## config.mk

```make
export PLATFORM = sky130hd
export DESIGN_NAME = timer_table_next_event
export DESIGN_NICKNAME = d
export VERILOG_FILES = /design/src/hw/rtl/ttne_pkg.sv /design/src/hw/rtl/ttne_ram.sv /design/src/hw/rtl/ttne_ctrl.sv /design/src/hw/rtl/ttne_dp.sv /design/src/hw/rtl/timer_table_next_event.sv
export SDC_FILE = /design/constraint.sdc
export NUM_CORES = 1
export LEC_CHECK = 0
export BUFFER_PORTS_ARGS = -buffer_cell sky130_fd_sc_hd__buf_4
export CORE_UTILIZATION = 40
export CTS_CLUSTER_SIZE = 16
export DETAILED_ROUTE_END_ITERATION = 8
export PLACE_DENSITY = 0.63
export SLEW_MARGIN = 20
export SYNTH_ARGS = -nofsm -noshare
export SYNTH_HDL_FRONTEND = slang
export SYNTH_SLANG_ARGS = --single-unit
```

## constraint.sdc

```tcl
create_clock -name clk -period 4.4 [get_ports clk]
set_input_delay 0.88 -clock clk [delete_from_list [all_inputs] [get_ports clk]]
set_output_delay 0.88 -clock clk [all_outputs]
set_load 0.005 [all_outputs]
```

## src/hw/rtl/ttne_pkg.sv

```systemverilog
// Package for the timer table with next-event tracking.
// Holds widths, opcode and status codes, and controller/datapath link structs.
// No dependencies.
`timescale 1ns / 1ps
`default_nettype none
package ttne_pkg;

  localparam int NUM_SLOTS_DEF = 16;
  localparam int TICK_W        = 16;
  localparam int ID_W          = 8;
  localparam int MSG_W         = 8;
  localparam int OP_W          = 3;
  localparam int ST_W          = 3;
  localparam int CNT_W         = 7;
  localparam int SLOT_W        = 2 * TICK_W + MSG_W;
  localparam logic [TICK_W-1:0] DIST_INIT = 16'hFFFF;
  localparam logic [CNT_W-1:0]  CNT_MAX   = 7'h7F;

  localparam logic [OP_W-1:0] OP_SET    = 3'd0;
  localparam logic [OP_W-1:0] OP_CANCEL = 3'd1;
  localparam logic [OP_W-1:0] OP_CLRALL = 3'd2;
  localparam logic [OP_W-1:0] OP_QUERY  = 3'd3;
  localparam logic [OP_W-1:0] OP_CHECK  = 3'd4;

  localparam logic [ST_W-1:0] ST_OK       = 3'd0;
  localparam logic [ST_W-1:0] ST_IN_USE   = 3'd1;
  localparam logic [ST_W-1:0] ST_RANGE    = 3'd2;
  localparam logic [ST_W-1:0] ST_BAD_DLY  = 3'd3;
  localparam logic [ST_W-1:0] ST_MISMATCH = 3'd4;

  typedef struct packed {
    logic capture;
    logic exec;
    logic ccmp;
    logic scan_rd;
    logic chk_step;
    logic load_out;
  } ttne_cmd_t;

  typedef struct packed {
    logic [OP_W-1:0] op;
    logic            cancel_hit;
    logic            rescan;
    logic            idx_last;
    logic            out_busy;
  } ttne_sts_t;

  function automatic int ttne_idx_w(input int n);
    return (n > 1) ? $clog2(n) : 1;
  endfunction

endpackage
`default_nettype wire

```

## src/hw/rtl/ttne_ram.sv

```systemverilog
// Generic single-write, single-read RAM with registered read data.
// No dependencies.
`timescale 1ns / 1ps
`default_nettype none
module ttne_ram #(
  parameter int W = 8,
  parameter int D = 16
) (
  input  wire logic                            clk,
  input  wire logic                            we,
  input  wire logic [((D > 1) ? $clog2(D) : 1)-1:0] waddr,
  input  wire logic [W-1:0]                    wdata,
  input  wire logic [((D > 1) ? $clog2(D) : 1)-1:0] raddr,
  output      logic [W-1:0]                    rdata
);

  logic [W-1:0] mem [D];
  logic [W-1:0] rdata_r;

  always_ff @(posedge clk) begin
    if (we) begin
      mem[waddr] <= wdata;
    end
    rdata_r <= mem[raddr];
  end

  assign rdata = rdata_r;

endmodule
`default_nettype wire

```

## src/hw/rtl/ttne_ctrl.sv

```systemverilog
// Sequencer for the timer table: decode, cancel compare, rescan and recount.
// Depends on ttne_pkg; drives the datapath through ttne_cmd_t.
`timescale 1ns / 1ps
`default_nettype none
module ttne_ctrl
  import ttne_pkg::*;
(
  input  wire logic      clk,
  input  wire logic      rst_n,
  input  wire logic      in_tvalid,
  output      logic      in_tready,
  input  wire ttne_sts_t sts,
  output      ttne_cmd_t cmd
);

  localparam logic [2:0] S_IDLE  = 3'd0;
  localparam logic [2:0] S_EXEC  = 3'd1;
  localparam logic [2:0] S_CCMP  = 3'd2;
  localparam logic [2:0] S_SCAN  = 3'd3;
  localparam logic [2:0] S_SLAST = 3'd4;
  localparam logic [2:0] S_CHK   = 3'd5;
  localparam logic [2:0] S_DONE  = 3'd6;

  logic [2:0] state_r, state_nxt;

  always_comb begin
    state_nxt = state_r;
    cmd       = '0;
    in_tready = 1'b0;
    case (state_r)
      S_IDLE: begin
        in_tready   = 1'b1;
        cmd.capture = in_tvalid;
        if (in_tvalid) state_nxt = S_EXEC;
      end
      S_EXEC: begin
        cmd.exec = 1'b1;
        if (sts.cancel_hit) begin
          state_nxt = S_CCMP;
        end else if (sts.op == OP_CHECK) begin
          state_nxt = S_CHK;
        end else begin
          state_nxt = S_DONE;
        end
      end
      S_CCMP: begin
        cmd.ccmp  = 1'b1;
        state_nxt = sts.rescan ? S_SCAN : S_DONE;
      end
      S_SCAN: begin
        cmd.scan_rd = 1'b1;
        if (sts.idx_last) state_nxt = S_SLAST;
      end
      S_SLAST: begin
        state_nxt = S_DONE;
      end
      S_CHK: begin
        cmd.chk_step = 1'b1;
        if (sts.idx_last) state_nxt = S_DONE;
      end
      S_DONE: begin
        if (!sts.out_busy) begin
          cmd.load_out = 1'b1;
          state_nxt    = S_IDLE;
        end
      end
      default: state_nxt = S_IDLE;
    endcase
  end

  always_ff @(posedge clk) begin
    if (!rst_n) begin
      state_r <= S_IDLE;
    end else begin
      state_r <= state_nxt;
    end
  end

  a_scan_exit: assert property (@(posedge clk) disable iff (!rst_n)
    (state_r == S_SCAN && sts.idx_last) |=> (state_r == S_SLAST))
    else $error("scan did not hand over to final compare");
  a_ready_idle: assert property (@(posedge clk) disable iff (!rst_n)
    in_tready |-> (state_r == S_IDLE))
    else $error("ready raised outside idle");
  a_cancel_path: assert property (@(posedge clk) disable iff (!rst_n)
    (state_r == S_EXEC && sts.cancel_hit) |=> (state_r == S_CCMP))
    else $error("cancel hit skipped the compare step");

endmodule
`default_nettype wire

```

## src/hw/rtl/ttne_dp.sv

```systemverilog
// Datapath for the timer table: slot flags, slot RAM, count, earliest expiry,
// rescan and recount units, and the output register. Depends on ttne_pkg, ttne_ram.
`timescale 1ns / 1ps
`default_nettype none
module ttne_dp
  import ttne_pkg::*;
#(
  parameter int NUM_SLOTS = NUM_SLOTS_DEF
) (
  input  wire logic              clk,
  input  wire logic              rst_n,
  input  wire ttne_cmd_t         cmd,
  output      ttne_sts_t         sts,
  input  wire logic [OP_W-1:0]   in_op,
  input  wire logic [ID_W-1:0]   in_id,
  input  wire logic [TICK_W-1:0] in_dly,
  input  wire logic [TICK_W-1:0] in_rel,
  input  wire logic [MSG_W-1:0]  in_msg,
  input  wire logic [TICK_W-1:0] in_now,
  output      logic              out_valid,
  input  wire logic              out_ready,
  output      logic [ST_W-1:0]   out_status,
  output      logic              out_act,
  output      logic [TICK_W-1:0] out_next,
  output      logic [CNT_W-1:0]  out_total
);

  localparam int IW = ttne_idx_w(NUM_SLOTS);

  logic [OP_W-1:0]   op_r;
  logic [ID_W-1:0]   id_r;
  logic [TICK_W-1:0] dly_r, now_r;
  logic [TICK_W-1:0] rel_r;
  logic [MSG_W-1:0]  msg_r;

  logic [NUM_SLOTS-1:0] flags_r, flags_nxt;
  logic [CNT_W-1:0]     cnt_r, cnt_nxt;
  logic [TICK_W-1:0]    early_r, early_nxt;
  logic [ST_W-1:0]      st_r, st_nxt;
  logic [IW-1:0]        idx_r, idx_nxt, idxd_r;
  logic                 pv_r;
  logic [TICK_W-1:0]    best_r, best_nxt;
  logic [CNT_W-1:0]     pop_r, pop_nxt;

  logic              out_valid_r;
  logic [ST_W-1:0]   out_status_r;
  logic              out_act_r;
  logic [TICK_W-1:0] out_next_r;
  logic [CNT_W-1:0]  out_total_r;

  logic              id_ok;
  logic [IW-1:0]     id_idx;
  logic              flag_id;
  logic [TICK_W-1:0] exp_new;
  logic              ram_we;
  logic [IW-1:0]     ram_raddr;
  logic [SLOT_W-1:0] ram_rdata;
  logic [TICK_W-1:0] rexp;
  logic [TICK_W-1:0] rdist;
  logic [CNT_W-1:0]  cnt_dec;

  assign id_ok   = id_r < ID_W'(NUM_SLOTS);
  assign id_idx  = id_r[IW-1:0];
  assign flag_id = id_ok && flags_r[id_idx];
  assign exp_new = now_r + dly_r;
  assign rexp    = ram_rdata[TICK_W-1:0];
  assign rdist   = rexp - now_r;
  assign cnt_dec = (cnt_r == '0) ? '0 : cnt_r - CNT_W'(1);

  assign ram_we    = cmd.exec && op_r == OP_SET && id_ok && dly_r != '0 && !flag_id;
  assign ram_raddr = cmd.scan_rd ? idx_r : id_idx;

  ttne_ram #(
    .W (SLOT_W),
    .D (NUM_SLOTS)
  ) u_slot_ram (
    .clk   (clk),
    .we    (ram_we),
    .waddr (id_idx),
    .wdata ({msg_r, rel_r, exp_new}),
    .raddr (ram_raddr),
    .rdata (ram_rdata)
  );

  always_comb begin
    sts.op         = op_r;
    sts.cancel_hit = op_r == OP_CANCEL && flag_id;
    sts.rescan     = cnt_dec != '0 && rexp == early_r;
    sts.idx_last   = idx_r == IW'(NUM_SLOTS - 1);
    sts.out_busy   = out_valid_r && !out_ready;
  end

  always_comb begin
    flags_nxt = flags_r;
    cnt_nxt   = cnt_r;
    early_nxt = early_r;
    st_nxt    = st_r;
    idx_nxt   = idx_r;
    best_nxt  = best_r;
    pop_nxt   = pop_r;

    if (cmd.exec) begin
      st_nxt  = ST_OK;
      idx_nxt = '0;
      pop_nxt = '0;
      case (op_r)
        OP_SET: begin
          if (!id_ok) begin
            st_nxt = ST_RANGE;
          end else if (dly_r == '0) begin
            st_nxt = ST_BAD_DLY;
          end else if (flag_id) begin
            st_nxt = ST_IN_USE;
          end else begin
            flags_nxt[id_idx] = 1'b1;
            if (cnt_r == '0 || dly_r < (early_r - now_r)) early_nxt = exp_new;
            if (cnt_r != CNT_MAX) cnt_nxt = cnt_r + CNT_W'(1);
          end
        end
        OP_CANCEL: begin
          if (!id_ok) st_nxt = ST_RANGE;
        end
        OP_CLRALL: begin
          flags_nxt = '0;
          cnt_nxt   = '0;
        end
        OP_QUERY: begin
          if (!id_ok) st_nxt = ST_RANGE;
        end
        default: ;
      endcase
    end

    if (cmd.ccmp) begin
      flags_nxt[id_idx] = 1'b0;
      cnt_nxt           = cnt_dec;
      idx_nxt           = '0;
      best_nxt          = DIST_INIT;
    end

    if (cmd.scan_rd) begin
      idx_nxt = idx_r + IW'(1);
    end

    if (pv_r && flags_r[idxd_r] && rdist < best_r) begin
      best_nxt  = rdist;
      early_nxt = rexp;
    end

    if (cmd.chk_step) begin
      pop_nxt = pop_r + CNT_W'(flags_r[idx_r]);
      idx_nxt = idx_r + IW'(1);
      if (sts.idx_last) begin
        st_nxt = (pop_nxt != cnt_r) ? ST_MISMATCH : ST_OK;
      end
    end
  end

  always_ff @(posedge clk) begin
    if (cmd.capture) begin
      op_r  <= in_op;
      id_r  <= in_id;
      dly_r <= in_dly;
      rel_r <= in_rel;
      msg_r <= in_msg;
      now_r <= in_now;
    end
    st_r   <= st_nxt;
    idx_r  <= idx_nxt;
    idxd_r <= idx_r;
    best_r <= best_nxt;
    pop_r  <= pop_nxt;
    if (cmd.load_out) begin
      out_status_r <= st_r;
      out_act_r    <= flag_id;
      out_next_r   <= early_r;
      out_total_r  <= cnt_r;
    end
  end

  always_ff @(posedge clk) begin
    if (!rst_n) begin
      flags_r     <= '0;
      cnt_r       <= '0;
      early_r     <= '0;
      pv_r        <= 1'b0;
      out_valid_r <= 1'b0;
    end else begin
      flags_r <= flags_nxt;
      cnt_r   <= cnt_nxt;
      early_r <= early_nxt;
      pv_r    <= cmd.scan_rd;
      if (cmd.load_out) begin
        out_valid_r <= 1'b1;
      end else if (out_ready) begin
        out_valid_r <= 1'b0;
      end
    end
  end

  assign out_valid  = out_valid_r;
  assign out_status = out_status_r;
  assign out_act    = out_act_r;
  assign out_next   = out_next_r;
  assign out_total  = out_total_r;

  a_count_match: assert property (@(posedge clk) disable iff (!rst_n)
    $countones(flags_r) == 32'(cnt_r))
    else $error("active count differs from set flags");
  a_count_bound: assert property (@(posedge clk) disable iff (!rst_n)
    cnt_r <= CNT_W'(NUM_SLOTS))
    else $error("active count above slot count");
  a_cancel_clear: assert property (@(posedge clk) disable iff (!rst_n)
    cmd.ccmp |=> !flags_r[id_idx])
    else $error("cancelled slot still active");
  a_load_free: assert property (@(posedge clk) disable iff (!rst_n)
    cmd.load_out |-> !(out_valid_r && !out_ready))
    else $error("result overwritten before taken");

endmodule
`default_nettype wire

```

## src/hw/rtl/timer_table_next_event.sv

```systemverilog
// Top level of the timer table with next-event tracking.
// Depends on ttne_pkg, ttne_ctrl, ttne_dp (and ttne_ram through ttne_dp).
//
//  channel | ports      | tuser          | tdata
//  in      | in_t*      | [2:0] opcode   | slot_id, delay_ticks, reload_period,
//          |            |                | message_id, now_tick (64 bits)
//  out     | out_t*     | [2:0] status   | slot_active, next_event_time,
//          |            |                | active_total (24 bits)
//
// One word at a time: set, query, cancel-all, idle and out-of-range cancel go from accept
// through the execute step to the result; check walks the flags one per cycle;
// a cancel of the earliest timer with others still armed rescans the slots, one
// registered slot RAM read per cycle; any other cancel of an armed timer adds the compare step.
// A result held by out_tready stalls the next one.
// Reset clears all flags, the count and the earliest expiry; no clearing pass.
`timescale 1ns / 1ps
`default_nettype none
module timer_table_next_event
  import ttne_pkg::*;
#(
  parameter int NUM_SLOTS = NUM_SLOTS_DEF
) (
  input  wire logic        clk,
  input  wire logic        rst_n,
  input  wire logic        in_tvalid,
  output      logic        in_tready,
  input  wire logic [63:0] in_tdata,   // slot_id, delay_ticks, reload_period, message_id, now_tick
  input  wire logic [2:0]  in_tuser,   // opcode
  output      logic        out_tvalid,
  input  wire logic        out_tready,
  output      logic [23:0] out_tdata,  // slot_active, next_event_time, active_total
  output      logic [2:0]  out_tuser   // status
);

  ttne_cmd_t         cmd;
  ttne_sts_t         sts;
  logic              out_act;
  logic [TICK_W-1:0] out_next;
  logic [CNT_W-1:0]  out_total;

  ttne_ctrl u_ctrl (
    .clk       (clk),
    .rst_n     (rst_n),
    .in_tvalid (in_tvalid),
    .in_tready (in_tready),
    .sts       (sts),
    .cmd       (cmd)
  );

  ttne_dp #(
    .NUM_SLOTS (NUM_SLOTS)
  ) u_dp (
    .clk        (clk),
    .rst_n      (rst_n),
    .cmd        (cmd),
    .sts        (sts),
    .in_op      (in_tuser),
    .in_id      (in_tdata[7:0]),
    .in_dly     (in_tdata[23:8]),
    .in_rel     (in_tdata[39:24]),
    .in_msg     (in_tdata[47:40]),
    .in_now     (in_tdata[63:48]),
    .out_valid  (out_tvalid),
    .out_ready  (out_tready),
    .out_status (out_tuser),
    .out_act    (out_act),
    .out_next   (out_next),
    .out_total  (out_total)
  );

  assign out_tdata = {out_total, out_next, out_act};

endmodule
`default_nettype wire
```

==> flow_summary_export.csv <==
group,metric,value,unit
cts,clk_pin_slew_worst_paths,60,ps
routing,vias,13282,
yosys,syn-instance-count,1609,
power_and_ir_drop,power-per-cell-area,615,nW/um^2
timing,timing.final.crit_period,4230,ps
yosys,flops_latches_synth,420,
global_routing,first_global_vias,12517,
floorplan,placement_row_count,80,
power_and_ir_drop,switching_fraction,35.3,%
timing,post_route_worst_setup_slack,170,ps
power_and_ir_drop,fin_total_pwr,0.0140,W
global_routing,grt.total_usage,19.3,%
placement,port_buffers,75,
power_and_ir_drop,leakagePower,7.99,nW
finish,syn_to_final_growth,16.1,%
yosys,yosysWarningCount,0,
cts,root_buffer_selected_by_cts,"sky130_fd_sc_hd__clkbuf_16",
timing,fraction_of_the_cycle_the_final_worst_path_needs,96.1,%
cts,cts.sinks,420,
worst_setup_path,cp_data_required_time,4700,ps
cts,cts_buffers,44,
yosys,synth_edf_count,353,
cts,clock_path_buffers,3,
finish,post-route-cell-area,22700,sq um
global_routing,grt_start_max_net_pins,129,
timing,timing.fmax,236,MHz
worst_setup_path,worstPathArrival,4530,ps
worst_hold_path,min-delay-path-class,"flip-flop to flip-flop",
yosys,postSynth.asyncResetShare,0,%
yosys,yosysSeqAreaShare,61.0,%
floorplan,initial_core_util,40.8,%
worst_setup_path,worstSetupPathType,"flip-flop to flip-flop",
finish,num-fill-cells,4302,
flow_run,drv.max_cap_violation_count,0,
floorplan,die_height,223,um
timing,finalHoldViolCount,0,
global_routing,number_of_antenna_violations_at_the_first_check_in_global_routing,0,
timing,fin_skew,20.3,ps
yosys,synth.lib_cells_used.distinct,73,
placement,postPlaceCellArea,21200,sq um
cts,clk_latency,590,ps
yosys,ys.flop_type,"sky130_fd_sc_hd__edfxtp_1",
floorplan,floorplan.die_area,49900,sq um
finish,finish.net_count,1864,
yosys,mappedNetlistNets,1763,
timing,fin_hold_ws,430,ps
power_and_ir_drop,total_switching_power,0.00494,W
routing,ant_nets,0,
worst_setup_path,path_max_fanout,8,
floorplan,die_width,223,um
yosys,synthesis.area_per_instance,12.2,sq um
power_and_ir_drop,ir_worst_vdd,0.506,mV
finish,post_route_cells_drive_above_1_share,15.6,%
power_and_ir_drop,comb_power_share,33.9,%
timing,maxSlewHeadroom,35.5,%
routing,drtPass1Iterations,5,
worst_setup_path,crit_path_start_kind,"flip-flop",
global_routing,gr-total-overflow,0,
routing,first_iter_violations,1190,
cts,cts_tree,"built",
timing,setup_total_negative_slack,0,ps
placement,estimated_wirelength_of_the_detail_placed_design,30.7,mm
routing,remaining_drc_errors,0,
timing,worst_slew_pin_slew,966,ps
placement,globalplace.congestion,0.871,
global_routing,first_pass_grt_wire_length,73.1,mm
power_and_ir_drop,seq_power_share,40.9,%
yosys,cell_area_after_technology_mapping,19600,sq um
power_and_ir_drop,clockPowerShare,25.2,%
routing,route.detailed.vias_per_inst,5.63,
worst_setup_path,category_of_the_worst_setup_path_capture_point,"flip-flop",
timing,drv_slew,0,
run_status,outcome,"finished clean",
cts,ctsHtreeMaxLevel,2,
routing,wire_per_inst,20.6,um
floorplan,floorplan.core_area,48000,sq um
placement,post-place-ws,10.2,ps
timing,setup_viol,0,
power_and_ir_drop,power.internal,0.00905,W
floorplan,floorplan.io_pins,100,
routing,routed_wire_length,48.7,mm
[worst paths after layout]
check	from	endpoint	slack, ps	depth (start not counted)
worst max-delay path	u_dp.now_r[2]	u_dp.best_r[6]	170	18
worst min-delay path	u_dp.st_r[2]	u_dp.out_status[2]	430	0
worst max register to register	u_dp.now_r[2]	u_dp.best_r[6]	170	18
worst min register to register	u_dp.st_r[2]	u_dp.out_status[2]	430	0
[cell type report]
cell class                 instances  area [sq um]  area share (%)
clock inverter                    22           169           0.742
tap                              615           769            3.38
antenna                            1          2.50          0.0110
timing repair buffer             136          1140            5.00
clock buffer                      56          1190            5.21
multi-input combinational       1047          7310            32.1
inverter                          61           229            1.01
sequential                       420         11900            52.5
[cells by family (layout without fill, tap and decap cells)]
group	after synthesis	in the layout	share of synthesized area [%]
XOR/XNOR	73	73	3.26
other	0	1	0
AND/OR/NAND/NOR	461	461	11.5
multiplexers	36	36	2.80
adder cells (fa/ha/maj)	83	83	5.42
buffers and inverters	142	275	2.84
AO/OA/AOI/OAI	394	394	13.2
flip-flops	420	420	61.0
[per-stage QoR]
step / cells / util [%]
finish: 2358 / 47.3
global route: 2357 / 47.3
CTS: 2351 / 47.0
detailed placement: 2273 / 44.1
global placement: 2273 / 44.1
floorplan: 1609 / -
[flip-flops by register name, indices dropped and copies added, names as in the netlist, 4 cells and up]
name / cells
u_dp.now_r: 16
u_dp.id_r: 8
u_dp.idx_r: 4
u_dp.cnt_r: 7
u_dp.best_r: 16
u_dp.early_r: 16
u_dp.u_slot_ram.rdata: 16
u_dp.dly_r: 16
u_dp.out_next: 16
u_dp.out_total: 7
u_dp.u_slot_ram.mem: 256
u_dp.idxd_r: 4
u_dp.flags_r: 16
u_dp.pop_r: 7
[power by group through the flow]
stage               clock network [W]  logic [W]  registers, W
floorplan                           0    0.00309       0.00557
global placement                    0    0.00447       0.00578
detailed placement                  0    0.00458       0.00579
CTS                           0.00360    0.00461       0.00571
global route                  0.00376    0.00519       0.00575
finish                        0.00352    0.00474       0.00572
[cell usage after synthesis (3+ instances only)]
library cell,count,area share [%]
sky130_fd_sc_hd__mux4_1,3,0.40
sky130_fd_sc_hd__mux2i_1,21,1.1
sky130_fd_sc_hd__clkbuf_1,75,1.4
sky130_fd_sc_hd__mux4_2,11,1.3
sky130_fd_sc_hd__o22ai_1,4,0.13
sky130_fd_sc_hd__inv_1,60,1.1
sky130_fd_sc_hd__nand3_1,21,0.54
sky130_fd_sc_hd__a311oi_1,35,1.6
sky130_fd_sc_hd__nor2_1,78,1.5
sky130_fd_sc_hd__and2_1,71,2.3
sky130_fd_sc_hd__nor3_1,15,0.38
sky130_fd_sc_hd__nor2_2,5,0.16
sky130_fd_sc_hd__a41oi_1,5,0.22
sky130_fd_sc_hd__a31oi_1,41,1.3
sky130_fd_sc_hd__nor2b_1,10,0.32
sky130_fd_sc_hd__a211oi_1,88,3.4
sky130_fd_sc_hd__ha_1,80,5.1
sky130_fd_sc_hd__nand2_1,179,3.4
sky130_fd_sc_hd__nor4b_1,3,0.13
sky130_fd_sc_hd__and3_1,13,0.42
sky130_fd_sc_hd__xor2_1,20,0.89
sky130_fd_sc_hd__nand4_1,11,0.35
sky130_fd_sc_hd__edfxtp_1,353,54
sky130_fd_sc_hd__a21o_1,12,0.46
sky130_fd_sc_hd__o21a_1,8,0.31
sky130_fd_sc_hd__a21oi_1,102,2.6
sky130_fd_sc_hd__xnor2_1,53,2.4
sky130_fd_sc_hd__fa_1,3,0.31
sky130_fd_sc_hd__or3_1,5,0.16
sky130_fd_sc_hd__a2bb2oi_1,4,0.18
sky130_fd_sc_hd__o21bai_1,3,0.11
sky130_fd_sc_hd__dfxtp_1,67,6.8
sky130_fd_sc_hd__o21ai_0,60,1.5
sky130_fd_sc_hd__nand2b_1,21,0.67
sky130_fd_sc_hd__nand3b_1,5,0.19
sky130_fd_sc_hd__o2111ai_1,5,0.22
sky130_fd_sc_hd__nor4_1,8,0.26
[what timing repair did]
item                                    4_1_cts  5_1_grt
cloned                                        0        2
endpoints found under the setup margin       37       47
resized for setup                             2       34
setup buffers                                 0        4
pin swaps                                     0       16
hold buffers                                  0        0
[per-layer routing]
| layer | up-vias | GRT usage (%) | wire, um |
|---|---|---|---|
| met2 | 432 | 30.2 | 22300 |
| met1 | 6512 | 27.2 | 22000 |
| met5 | - | 0 | 0 |
| met4 | 0 | 6.65 | 1300 |
| li1 | 6264 | - | - |
| met3 | 74 | 3.21 | 3070 |
[cell usage in the layout, fill, tap and decap left out, drive strengths merged, types with 21 or more instances in the layout]
cell and instances:
ha 80, and2 71, o21ai 62, buf 134, a211oi 88, dfxtp 67
xnor2 53, inv 63, nand2b 21, a311oi 35, a31oi 41, edfxtp 353
nand2 179, a21oi 102, mux2i 21, nor2 84, clkbuf 58, nand3 21
[critical path, cell delays in order, from the launching register on]
cell	delay [ps]
sky130_fd_sc_hd__edfxtp_1	410
sky130_fd_sc_hd__inv_2	110
sky130_fd_sc_hd__ha_1	250
sky130_fd_sc_hd__nor2b_1	140
sky130_fd_sc_hd__o21ai_1	170
sky130_fd_sc_hd__a21oi_2	90
sky130_fd_sc_hd__o41a_1	440
sky130_fd_sc_hd__a21o_1	200
sky130_fd_sc_hd__a211o_1	310
sky130_fd_sc_hd__and2_4	170
sky130_fd_sc_hd__ha_4	210
sky130_fd_sc_hd__a21oi_2	110
sky130_fd_sc_hd__o22ai_1	90
sky130_fd_sc_hd__or3b_2	470
sky130_fd_sc_hd__a211oi_2	220
sky130_fd_sc_hd__buf_4	160
sky130_fd_sc_hd__o21ai_4	90
sky130_fd_sc_hd__nand2_4	120
sky130_fd_sc_hd__clkbuf_16	170
Power figures use the tool's default switching activity.
